**src/hdl/ita_pkg.sv**
```systemverilog
`default_nettype none
package ita_pkg;

   localparam int unsigned OPCODE_W = 3;
   localparam int unsigned VALUE_W = 64;
   localparam int unsigned CHAR_W = 8;
   localparam int unsigned LEN_W = 5;
   localparam int unsigned DEC_W = 32;
   localparam int unsigned BCD_W = 40;
   localparam int unsigned NIB_W = 4;
   localparam int unsigned NUM_NIBS = VALUE_W / NIB_W;
   localparam int unsigned NIB_IDX_W = $clog2(NUM_NIBS);

   localparam int unsigned Q_DEPTH = 2;
   localparam int unsigned Q_PTR_W = $clog2(Q_DEPTH);
   localparam int unsigned Q_CNT_W = Q_PTR_W + 1;

   localparam logic [OPCODE_W-1:0] OP_SDEC = 3'd0;
   localparam logic [OPCODE_W-1:0] OP_UDEC = 3'd1;
   localparam logic [OPCODE_W-1:0] OP_HEXL = 3'd2;
   localparam logic [OPCODE_W-1:0] OP_HEXU = 3'd3;
   localparam logic [OPCODE_W-1:0] OP_PTR  = 3'd4;

   localparam logic [CHAR_W-1:0] CH_ZERO  = 8'h30;
   localparam logic [CHAR_W-1:0] CH_MINUS = 8'h2d;
   localparam logic [CHAR_W-1:0] CH_X     = 8'h78;
   localparam logic [CHAR_W-1:0] CH_A_LO  = 8'h61;
   localparam logic [CHAR_W-1:0] CH_A_UP  = 8'h41;

   typedef enum logic [1:0] {
      PFX_NONE,
      PFX_MINUS,
      PFX_0X
   } pfx_type;

   typedef struct packed {
      logic [OPCODE_W-1:0] opcode;
      logic [VALUE_W-1:0]  value;
   } req_type;

   typedef struct packed {
      logic [CHAR_W-1:0] character;
      logic              last;
      logic [LEN_W-1:0]  total_length;
   } rsp_type;

   typedef struct packed {
      logic [VALUE_W-1:0] digits;
      logic [LEN_W-1:0]   ndig;
      logic [LEN_W-1:0]   total;
      pfx_type            prefix;
      logic               upper;
   } entry_type;

endpackage
`default_nettype wire

```
**src/hdl/ita_front.sv**
```systemverilog
`default_nettype none
module ita_front (
   input  wire logic               clock,
   input  wire logic               reset,
   input  wire logic               req_valid,
   output logic                    req_ready,
   input  wire ita_pkg::req_type   req_data,
   output logic                    q_push,
   output ita_pkg::entry_type      q_push_data,
   input  wire logic               q_full
);

   typedef enum logic [1:0] {
      F_IDLE,
      F_CONV,
      F_PUSH
   } state_type;

   localparam int unsigned NUM_BCD = ita_pkg::BCD_W / ita_pkg::NIB_W;
   localparam int unsigned DD_W = ita_pkg::BCD_W + ita_pkg::DEC_W;
   localparam int unsigned STEP_W = $clog2(ita_pkg::DEC_W / 2);
   localparam logic [STEP_W-1:0] STEP_LAST = STEP_W'(ita_pkg::DEC_W / 2 - 1);

   state_type                        state_ff, state_in;
   logic [ita_pkg::VALUE_W-1:0]      val_ff, val_in;
   logic [ita_pkg::BCD_W-1:0]        bcd_ff, bcd_in;
   logic [STEP_W-1:0]                step_ff, step_in;
   ita_pkg::pfx_type                 pfx_ff, pfx_in;
   logic                             upper_ff, upper_in;
   logic                             dec_ff, dec_in;

   logic [DD_W-1:0]                  dd_next;
   logic [ita_pkg::VALUE_W-1:0]      digits;
   logic [ita_pkg::LEN_W-1:0]        ndig;
   logic [ita_pkg::LEN_W-1:0]        plen;
   logic [ita_pkg::DEC_W-1:0]        low;

   // one shift-and-add-3 step of binary to bcd
   function automatic logic [DD_W-1:0] dd_step(input logic [DD_W-1:0] x);
      logic [DD_W-1:0] y;
      y = x;
      for (int i = 0; i < NUM_BCD; i++) begin
         if (y[ita_pkg::DEC_W + ita_pkg::NIB_W*i +: ita_pkg::NIB_W] >= 4'd5) begin
            y[ita_pkg::DEC_W + ita_pkg::NIB_W*i +: ita_pkg::NIB_W] =
               y[ita_pkg::DEC_W + ita_pkg::NIB_W*i +: ita_pkg::NIB_W] + 4'd3;
         end
      end
      return {y[DD_W-2:0], 1'b0};
   endfunction

   assign req_ready = (state_ff == F_IDLE);
   assign low = req_data.value[ita_pkg::DEC_W-1:0];
   assign dd_next = dd_step(dd_step({bcd_ff, val_ff[ita_pkg::DEC_W-1:0]}));
   assign digits = dec_ff ? {{(ita_pkg::VALUE_W-ita_pkg::BCD_W){1'b0}}, bcd_ff} : val_ff;

   always_comb begin
      ndig = ita_pkg::LEN_W'(1);
      for (int n = 0; n < ita_pkg::NUM_NIBS; n++) begin
         if (digits[ita_pkg::NIB_W*n +: ita_pkg::NIB_W] != '0) begin
            ndig = ita_pkg::LEN_W'(n + 1);
         end
      end
   end

   always_comb begin
      case (pfx_ff)
         ita_pkg::PFX_MINUS: plen = ita_pkg::LEN_W'(1);
         ita_pkg::PFX_0X:    plen = ita_pkg::LEN_W'(2);
         default:            plen = '0;
      endcase
   end

   assign q_push = (state_ff == F_PUSH) && !q_full;
   assign q_push_data.digits = digits;
   assign q_push_data.ndig = ndig;
   assign q_push_data.total = ndig + plen;
   assign q_push_data.prefix = pfx_ff;
   assign q_push_data.upper = upper_ff;

   always_comb begin
      state_in = state_ff;
      val_in = val_ff;
      bcd_in = bcd_ff;
      step_in = step_ff;
      pfx_in = pfx_ff;
      upper_in = upper_ff;
      dec_in = dec_ff;
      case (state_ff)
         F_IDLE: begin
            if (req_valid) begin
               step_in = '0;
               bcd_in = '0;
               upper_in = 1'b0;
               pfx_in = ita_pkg::PFX_NONE;
               val_in = req_data.value;
               case (req_data.opcode)
                  ita_pkg::OP_SDEC: begin
                     dec_in = 1'b1;
                     if (low[ita_pkg::DEC_W-1]) begin
                        pfx_in = ita_pkg::PFX_MINUS;
                        val_in = {{(ita_pkg::VALUE_W-ita_pkg::DEC_W){1'b0}}, ~low + 32'd1};
                     end
                     state_in = F_CONV;
                  end
                  ita_pkg::OP_UDEC: begin
                     dec_in = 1'b1;
                     state_in = F_CONV;
                  end
                  ita_pkg::OP_HEXL: begin
                     dec_in = 1'b0;
                     state_in = F_PUSH;
                  end
                  ita_pkg::OP_HEXU: begin
                     dec_in = 1'b0;
                     upper_in = 1'b1;
                     state_in = F_PUSH;
                  end
                  ita_pkg::OP_PTR: begin
                     dec_in = 1'b0;
                     pfx_in = ita_pkg::PFX_0X;
                     state_in = F_PUSH;
                  end
                  default: begin
                     state_in = F_IDLE;
                  end
               endcase
            end
         end
         F_CONV: begin
            bcd_in = dd_next[DD_W-1:ita_pkg::DEC_W];
            val_in = {{(ita_pkg::VALUE_W-ita_pkg::DEC_W){1'b0}},
                      dd_next[ita_pkg::DEC_W-1:0]};
            step_in = step_ff + STEP_W'(1);
            if (step_ff == STEP_LAST) begin
               state_in = F_PUSH;
            end
         end
         F_PUSH: begin
            if (!q_full) begin
               state_in = F_IDLE;
            end
         end
         default: begin
            state_in = F_IDLE;
         end
      endcase
   end

   always_ff @(posedge clock) begin
      if (reset) begin
         state_ff <= F_IDLE;
      end else begin
         state_ff <= state_in;
      end
      val_ff <= val_in;
      bcd_ff <= bcd_in;
      step_ff <= step_in;
      pfx_ff <= pfx_in;
      upper_ff <= upper_in;
      dec_ff <= dec_in;
   end

endmodule
`default_nettype wire

```
**src/hdl/ita_queue.sv**
```systemverilog
`default_nettype none
module ita_queue (
   input  wire logic                clock,
   input  wire logic                reset,
   input  wire logic                push,
   input  wire ita_pkg::entry_type  push_data,
   output logic                     full,
   input  wire logic                pop,
   output ita_pkg::entry_type       pop_data,
   output logic                     empty
);

   ita_pkg::entry_type              mem_ff [ita_pkg::Q_DEPTH];
   logic [ita_pkg::Q_PTR_W-1:0]     wr_ff, wr_in;
   logic [ita_pkg::Q_PTR_W-1:0]     rd_ff, rd_in;
   logic [ita_pkg::Q_CNT_W-1:0]     cnt_ff, cnt_in;

   assign full = (cnt_ff == ita_pkg::Q_CNT_W'(ita_pkg::Q_DEPTH));
   assign empty = (cnt_ff == '0);
   assign pop_data = mem_ff[rd_ff];

   always_comb begin
      wr_in = wr_ff;
      rd_in = rd_ff;
      cnt_in = cnt_ff;
      if (push) begin
         wr_in = (wr_ff == ita_pkg::Q_PTR_W'(ita_pkg::Q_DEPTH - 1)) ? '0
                 : wr_ff + ita_pkg::Q_PTR_W'(1);
      end
      if (pop) begin
         rd_in = (rd_ff == ita_pkg::Q_PTR_W'(ita_pkg::Q_DEPTH - 1)) ? '0
                 : rd_ff + ita_pkg::Q_PTR_W'(1);
      end
      if (push && !pop) begin
         cnt_in = cnt_ff + ita_pkg::Q_CNT_W'(1);
      end else if (pop && !push) begin
         cnt_in = cnt_ff - ita_pkg::Q_CNT_W'(1);
      end
   end

   always_ff @(posedge clock) begin
      if (reset) begin
         wr_ff <= '0;
         rd_ff <= '0;
         cnt_ff <= '0;
      end else begin
         wr_ff <= wr_in;
         rd_ff <= rd_in;
         cnt_ff <= cnt_in;
      end
      if (push) begin
         mem_ff[wr_ff] <= push_data;
      end
   end

endmodule
`default_nettype wire

```
**src/hdl/ita_back.sv**
```systemverilog
`default_nettype none
module ita_back (
   input  wire logic                clock,
   input  wire logic                reset,
   input  wire logic                q_empty,
   input  wire ita_pkg::entry_type  q_pop_data,
   output logic                     q_pop,
   output logic                     rsp_valid,
   input  wire logic                rsp_ready,
   output ita_pkg::rsp_type         rsp_data
);

   typedef enum logic [2:0] {
      B_IDLE,
      B_MINUS,
      B_ZERO,
      B_X,
      B_DIG
   } state_type;

   state_type                          state_ff, state_in;
   logic [ita_pkg::VALUE_W-1:0]        digits_ff, digits_in;
   logic [ita_pkg::NIB_IDX_W-1:0]      idx_ff, idx_in;
   logic                               upper_ff, upper_in;
   logic [ita_pkg::LEN_W-1:0]          total_ff, total_in;
   logic                               rsp_valid_ff, rsp_valid_in;
   ita_pkg::rsp_type                   rsp_ff, rsp_in;

   logic                               advance;
   logic [ita_pkg::NIB_W-1:0]          nib;
   logic [ita_pkg::CHAR_W-1:0]         dig_char;

   assign advance = !rsp_valid_ff || rsp_ready;
   assign q_pop = advance && (state_ff == B_IDLE) && !q_empty;
   assign rsp_valid = rsp_valid_ff;
   assign rsp_data = rsp_ff;

   assign nib = digits_ff[{idx_ff, 2'b00} +: ita_pkg::NIB_W];

   always_comb begin
      if (nib < 4'd10) begin
         dig_char = ita_pkg::CH_ZERO + {4'b0, nib};
      end else begin
         dig_char = (upper_ff ? ita_pkg::CH_A_UP : ita_pkg::CH_A_LO)
                    + {4'b0, nib} - 8'd10;
      end
   end

   always_comb begin
      state_in = state_ff;
      digits_in = digits_ff;
      idx_in = idx_ff;
      upper_in = upper_ff;
      total_in = total_ff;
      rsp_valid_in = rsp_valid_ff;
      rsp_in = rsp_ff;
      if (advance) begin
         rsp_valid_in = 1'b0;
         rsp_in.last = 1'b0;
         rsp_in.total_length = '0;
         case (state_ff)
            B_IDLE: begin
               if (!q_empty) begin
                  digits_in = q_pop_data.digits;
                  idx_in = ita_pkg::NIB_IDX_W'(q_pop_data.ndig - ita_pkg::LEN_W'(1));
                  upper_in = q_pop_data.upper;
                  total_in = q_pop_data.total;
                  case (q_pop_data.prefix)
                     ita_pkg::PFX_MINUS: state_in = B_MINUS;
                     ita_pkg::PFX_0X:    state_in = B_ZERO;
                     default:            state_in = B_DIG;
                  endcase
               end
            end
            B_MINUS: begin
               rsp_valid_in = 1'b1;
               rsp_in.character = ita_pkg::CH_MINUS;
               state_in = B_DIG;
            end
            B_ZERO: begin
               rsp_valid_in = 1'b1;
               rsp_in.character = ita_pkg::CH_ZERO;
               state_in = B_X;
            end
            B_X: begin
               rsp_valid_in = 1'b1;
               rsp_in.character = ita_pkg::CH_X;
               state_in = B_DIG;
            end
            B_DIG: begin
               rsp_valid_in = 1'b1;
               rsp_in.character = dig_char;
               if (idx_ff == '0) begin
                  rsp_in.last = 1'b1;
                  rsp_in.total_length = total_ff;
                  state_in = B_IDLE;
               end else begin
                  idx_in = idx_ff - ita_pkg::NIB_IDX_W'(1);
               end
            end
            default: begin
               state_in = B_IDLE;
            end
         endcase
      end
   end

   always_ff @(posedge clock) begin
      if (reset) begin
         state_ff <= B_IDLE;
         rsp_valid_ff <= 1'b0;
      end else begin
         state_ff <= state_in;
         rsp_valid_ff <= rsp_valid_in;
      end
      digits_ff <= digits_in;
      idx_ff <= idx_in;
      upper_ff <= upper_in;
      total_ff <= total_in;
      rsp_ff <= rsp_in;
   end

endmodule
`default_nettype wire

```
**src/hdl/integer_to_ascii_formatter.sv**
```systemverilog
// hex and pointer numbers go from the front straight into the queue; decimal numbers
// first pass through the bcd conversion, two bits a cycle
// throughput: one character per cycle within a number while rsp_ready is high; the front
// can take and convert the next number while the character emitter sends out earlier ones
// reset: synchronous, active high; clears the front, the 2-entry queue and the output stage
`default_nettype none
module integer_to_ascii_formatter (
   input  wire logic              clock,
   input  wire logic              reset,
   input  wire logic              req_valid,
   output logic                   req_ready,
   input  wire ita_pkg::req_type  req_data,
   output logic                   rsp_valid,
   input  wire logic              rsp_ready,
   output ita_pkg::rsp_type       rsp_data
);

   logic                 q_push;
   logic                 q_pop;
   logic                 q_full;
   logic                 q_empty;
   ita_pkg::entry_type   q_push_data;
   ita_pkg::entry_type   q_pop_data;

   ita_front u_front (
      .clock       (clock),
      .reset       (reset),
      .req_valid   (req_valid),
      .req_ready   (req_ready),
      .req_data    (req_data),
      .q_push      (q_push),
      .q_push_data (q_push_data),
      .q_full      (q_full)
   );

   ita_queue u_queue (
      .clock     (clock),
      .reset     (reset),
      .push      (q_push),
      .push_data (q_push_data),
      .full      (q_full),
      .pop       (q_pop),
      .pop_data  (q_pop_data),
      .empty     (q_empty)
   );

   ita_back u_back (
      .clock      (clock),
      .reset      (reset),
      .q_empty    (q_empty),
      .q_pop_data (q_pop_data),
      .q_pop      (q_pop),
      .rsp_valid  (rsp_valid),
      .rsp_ready  (rsp_ready),
      .rsp_data   (rsp_data)
   );

   a_no_push_full: assert property (@(posedge clock) disable iff (reset)
      q_push |-> !q_full)
      else $error("queue written while full");

   a_no_pop_empty: assert property (@(posedge clock) disable iff (reset)
      q_pop |-> !q_empty)
      else $error("queue read while empty");

   a_last_len: assert property (@(posedge clock) disable iff (reset)
      (rsp_valid && rsp_data.last) |-> (rsp_data.total_length != '0))
      else $error("last transaction without length");

   a_mid_len: assert property (@(posedge clock) disable iff (reset)
      (rsp_valid && !rsp_data.last) |-> (rsp_data.total_length == '0))
      else $error("length on a non-final transaction");

   a_dec_busy: assert property (@(posedge clock) disable iff (reset)
      (req_valid && req_ready && (req_data.opcode == ita_pkg::OP_SDEC ||
       req_data.opcode == ita_pkg::OP_UDEC)) |=> !req_ready)
      else $error("front accepted during conversion");

endmodule
`default_nettype wire
```
**config.mk**
```make
export PLATFORM = sky130hd
export DESIGN_NAME = integer_to_ascii_formatter
export DESIGN_NICKNAME = d
export VERILOG_FILES = /design/src/hdl/ita_pkg.sv /design/src/hdl/ita_front.sv /design/src/hdl/ita_queue.sv /design/src/hdl/ita_back.sv /design/src/hdl/integer_to_ascii_formatter.sv
export SDC_FILE = /design/constraint.sdc
export NUM_CORES = 1
export LEC_CHECK = 0
export ABC_AREA = 1
export ABC_CLOCK_PERIOD_IN_PS = 8300
export BUFFER_PORTS_ARGS = -buffer_cell sky130_fd_sc_hd__buf_2
export CORE_ASPECT_RATIO = 2
export CORE_UTILIZATION = 45
export CTS_BUF_LIST = sky130_fd_sc_hd__clkbuf_8
export DETAILED_ROUTE_END_ITERATION = 12
export PLACE_DENSITY = 0.67
export SLEW_MARGIN = 20
export SYNTH_ARGS = -nofsm -noshare
export SYNTH_HDL_FRONTEND = slang
export SYNTH_HIERARCHICAL = 1
export SYNTH_SLANG_ARGS = --single-unit
```
**constraint.sdc**
```tcl
create_clock -name clock -period 8.3 [get_ports clock]
set_input_delay 0.83 -clock clock [delete_from_list [all_inputs] [get_ports clock]]
set_output_delay 0.83 -clock clock [all_outputs]
set_load 0.01 [all_outputs]
```
# [Yosys cells after proc, flatten, opt, wreduce, memory -nomap -nowiden]
# Memories as Yosys holds them, arrays and structs flattened. A register that Yosys moved wholly into a read port is not among the register bits.
# Index checks and enable logic that the tools add are counted.
[classes] n_lt_le_gt_ge=21 eq_ne=22 shift=1 bitwise_logic=2 n_addsub=32 n_mux=74 n_reduce_logical=49
[ops] op="64-bit two-way mux" n=4
[ops] op="64-bit one-hot mux with 2 select lines" n=1
[ops] op="4-bit two-way mux" n=29
[ops] op="4-bit by 3-bit greater-or-equal comparator with 1-bit output, second input constant" n=20
[ops] op="40-bit one-hot mux with 2 select lines" n=1
[ops] op="4-bit by 2-bit adder with 4-bit output, second input constant" n=18
[ops] op="4-bit nonzero test" n=16
[ops] op="64-bit by 7-bit variable part select with 4-bit output" n=1
[ops] op="40-bit two-way mux" n=1
[ops] op="32-bit by 1-bit adder with 32-bit output, second input constant" n=1
[ops] op="32-bit NOT" n=1
[ops] op="8-bit one-hot mux with 4 select lines" n=1
[ops] op="3-bit two-way mux" n=8
[ops] op="4-bit one-hot mux with 2 select lines" n=2
[ops] op="2-bit two-way mux" n=7
[ops] op="3-bit by 2-bit equality test with 1-bit output, second input constant" n=4
[ops] op="6-bit two-way mux" n=2
[ops] op="2-bit one-hot mux with 2 select lines" n=3
[ops] op="3-bit one-hot mux with 4 select lines" n=1
[ops] op="3-bit AND reduction" n=4
[ops] op="1-bit two-way mux" n=9
[ops] op="8-bit by 4-bit adder with 8-bit output" n=1
[ops] op="2-bit equality test, second input constant" n=4
[ops] op="8-bit two-way mux" n=1
[ops] op="other kinds (33)" n=61
[totals] memories=1 input_bits=71 mem_bits_rw=154 reg_bits=210
[memory_table] memory="u_queue.mem_ff" words=2 width=77 read_ports=1 rd_clocked_by_memory_dff=1 wr=1 line_no="ita_queue.sv:13" text="ita_pkg::entry_type mem_ff [ita_pkg::Q_DEPTH];"

# [Logic depth before layout (Yosys ltp)]
[logic_depth] ltp_word=18 ltp_mapped=24 depth_no_buf=22

# [Hierarchy]
# The synthesis kept the hierarchy.
[by_module_without_submodules] mod="ita_front" area_each_um2=8122.8 instances=1 seq_area_each_um2=3403.3 cells_per_inst=1026
[by_module_without_submodules] mod="ita_queue" area_each_um2=5918.2 instances=1 seq_area_each_um2=4724.5 cells_per_inst=273
[by_module_without_submodules] mod="ita_back" area_each_um2=3915.0 instances=1 seq_area_each_um2=2692.6 cells_per_inst=356

# [Worst setup path after synthesis]
# Ideal clock, no wire load.
[synth_timing] kind="input-to-reg" startpoint="input rsp_ready" endpoint="register u_back/digits_ff[0] (netlist name) (enable)" slack_ns=2.064 n_path_buf=0 arrival_ns=5.652 cell_stages=2 required_ns=7.716 cell_sequence="nor2_1 -> nor3_1"
[synth_via] elab_chain_len=2
[synth_lines] item="start, declared" line_no="integer_to_ascii_formatter.sv:14" text="input wire logic rsp_ready,"
[synth_lines] item="1-bit logical OR" line_no="ita_back.sv:33" text="assign advance = !rsp_valid_ff || rsp_ready;"
[synth_lines] item="3-bit AND reduction (no line)"
[synth_lines] item="end signal, assigned" line_no="ita_back.sv:116" text="digits_ff <= digits_in;"
[synth_lines] item="end, declared" line_no="ita_back.sv:22" text="logic [ita_pkg::VALUE_W-1:0] digits_ff, digits_in;"
# No other way between the ends.
# A chain may end at the register's enable or synchronous reset.

==> results.yml <==
timing:
  fmax_mhz: 268.9
  hold_viol: 0
  finalSetupTns_ns: 0
  worst_slew_pin_slew_ns: 1.056
  fin_hold_ws_ns: 0.4594
  rsz0062_at_grt: "no"
  finClkSkew_ns: 0.02609
  setup_viol_count_final: 0
  slew_violations: 0
  period_share_pct: 44.81
  layout_min_cycle_time_ns: 3.719
  setup_slack_ns: 4.581
  slew_headroom_pct: 29.58
floorplanning:
  dieHeight_um: 283.9
  core-area_mm2: 0.03931
  die_w_um: 143.0
  ios: 87
  dieArea_mm2: 0.04059
  initial_utilization_pct: 45.50
  rows: 103
pwr:
  power_density_mw_per_mm2: 270.1
  irDropWorstVdd_uv: 126.0
  leakagePower_uw: 0.007959
  p_total_uw: 5299
final_layout:
  fin_nets: 1867
  multiInputGateArea_mm2: 0.005812
  fin_util_pct: 49.91
  regArea_mm2: 0.01076
  drive_above_1_share_pct: 15.47
  area_growth_pct: 9.690
  nFillCells: 3501
cts:
  clkTransAtPathRegs_ns: 0.07
  cts_sinks: 362
  cts_tree: "yes"
  cts-htree-levels: 2
  clockBufferDepth: 3
  numCtsBuffers: 48
  insertion_delay_ns: 0.60
  root_buffer: "clkbuf_8"
  post_cts_buffers: 0
  ctsResizeCount: 0
  postCtsHoldBufs: 0
grt:
  grt_pass1_wl_um: 58960
  grt_usage_pct: 18.96
  grt_antenna_before_repair: 1
  grt_max_degree: 86
  grt.overflow.total: 0
  grt_pass1_vias: 11930
place:
  gp_routability_congestion: 0.8606
  hpwlAfterDp_um: 27220
  portBuffers: 85
  place_ws_ns: 4.505
hold_path:
  hold_depth: 0
  hp-class: "reg2reg"
worst_setup_path:
  r2r_end: "u_queue/mem_ff[1][5]$_DFFE_PP_"
  worstPathRequired_ns: 8.63
  path_class: "reg2reg"
  r2r_start: "u_front/dec_ff$_DFFE_PP_"
  start_kind: "flip-flop"
  rrSetupSlack_ns: 4.58
  cp-end-kind: "flip-flop"
  rr_worst_depth: 23
  critPathArrivalTime_ns: 4.05
  critPathMaxFanout: 53
  startpoint: "u_front/dec_ff$_DFFE_PP_"
  endpoint: "u_queue/mem_ff[1][5]$_DFFE_PP_"
route:
  vias: 11750
  routed_wl_um: 37860
  drtPass1Iterations: 6
  drc: 0
  vias_per_cell: 5.085
  detail-route-antenna-nets: 0
  wl_per_cell_um: 16.39
  drtIter0Drc: 512
yosys:
  syn_area_per_cell_um2: 10.83
  synth_warnings: 6
  synth_area_mm2: 0.01788
  syn-num-nets: 1773
  syn_inst: 1652
status:
  status: "complete, no violations"
job:
  cap_violations: 0
[layer usage]
layer  vias to the layer above  global-route usage (%)  part of all wire, %  wire length (um)
met5                         -                       0                    0                 0
met4                         0                   12.96                  6.3              2393
met3                       123                   2.413                  3.3              1232
met2                       261                   37.45                   57             21500
met1                      5587                   17.14                   34             12740
li1                       5775                       -                    -                 -
[flip-flops by register name, summed over array words and instances, names as in the netlist, named ones only]
register and count:
u_queue/mem_ff 152, u_back/digits_ff 64, u_front/val_ff 64, u_front/bcd_ff 40, u_back/rsp_data 13, u_back/total_ff 5, u_back/idx_ff 4, u_front/step_ff 4
u_back/state_ff 3, u_front/pfx_ff 2, u_front/state_ff 2, u_queue/cnt_ff 2, u_back/rsp_valid 1, u_back/upper_ff 1, u_front/dec_ff 1, u_front/upper_ff 1
u_queue/rd_ff 1, u_queue/wr_ff 1
[cell usage in the layout, fill, tap and decap left out, types with 7 or more instances in the layout]
| cell | instances |
|---|---|
| clkinv_2 | 7 |
| inv_1 | 262 |
| nor3_1 | 11 |
| mux2_2 | 46 |
| clkinv_1 | 18 |
| clkbuf_8 | 49 |
| xor2_1 | 34 |
| buf_4 | 10 |
| mux2_4 | 30 |
| nor2_1 | 115 |
| nand3_1 | 84 |
| buf_2 | 85 |
| o21a_1 | 7 |
| dfxtp_1 | 10 |
| edfxtp_1 | 351 |
| inv_2 | 8 |
| a21oi_1 | 68 |
| nand2_1 | 278 |
| ha_1 | 49 |
| xnor2_1 | 15 |
| o21ai_0 | 136 |
| o21ai_1 | 19 |
| nor4_1 | 10 |
| a211oi_1 | 11 |
[report_power, final]
part           leakage, uW  switching, uW  total [uW]  internal, uW
Sequential         0.00341            159        2570          2410
Clock             0.000488            659        1270           614
Combinational      0.00406            951        1460           506
[worst min path at each step]
| stage | startpoint | to | slack, ns |
|---|---|---|---|
| after floorplan | u_front/pfx_ff[0]$_SDFFCE_PN0P_ | u_queue/mem_ff[0][1]$_DFFE_PP_ | 0.45 |
| after global placement | u_front/upper_ff$_DFFE_PP_ | u_queue/mem_ff[0][0]$_DFFE_PP_ | 0.45 |
| after detailed placement | u_front/upper_ff$_DFFE_PP_ | u_queue/mem_ff[0][0]$_DFFE_PP_ | 0.45 |
| after CTS | u_front/upper_ff$_DFFE_PP_ | u_queue/mem_ff[0][0]$_DFFE_PP_ | 0.47 |
| after global routing | u_front/upper_ff$_DFFE_PP_ | u_queue/mem_ff[0][0]$_DFFE_PP_ | 0.49 |
| final | u_front/upper_ff$_DFFE_PP_ | u_queue/mem_ff[0][0]$_DFFE_PP_ | 0.46 |
[stage by stage]
step,instances,instance area [um^2]
after global placement,2221,18720
after detailed placement,2221,18720
after floorplan,1652,17880
after CTS,2309,19620
after global routing,2310,19620
final,2310,19620
[area by class of cell]
type	instances	area share [%]
flip-flops and latches	362	54.87
multi-input cells	977	29.63
inverters	262	5.039
clock buffers	49	3.438
well taps	525	3.348
repair buffers	95	2.551
clock inverters	39	1.116
diodes	1	0.01276
[worst max-delay path, stage by stage, from the launching register on]
cell and delay [ns]:
edfxtp_1 0.32, buf_4 0.46, inv_6 0.26, nand2_1 0.13, nand2_1 0.09, nor2_1 0.15
nand2_1 0.10, nand2_1 0.08, nand2_1 0.05, nand2_1 0.07, nand2_1 0.05, nand2_1 0.06
nand2_1 0.05, nand2_1 0.08, nand2_1 0.05, nand2_1 0.09, nand2_1 0.06, nand2_1 0.07
nand2_1 0.05, a21oi_1 0.27, ha_1 0.21, inv_1 0.05, fa_1 0.40, xor2_1 0.19
Note: power is estimated with default switching activity, not from simulation.
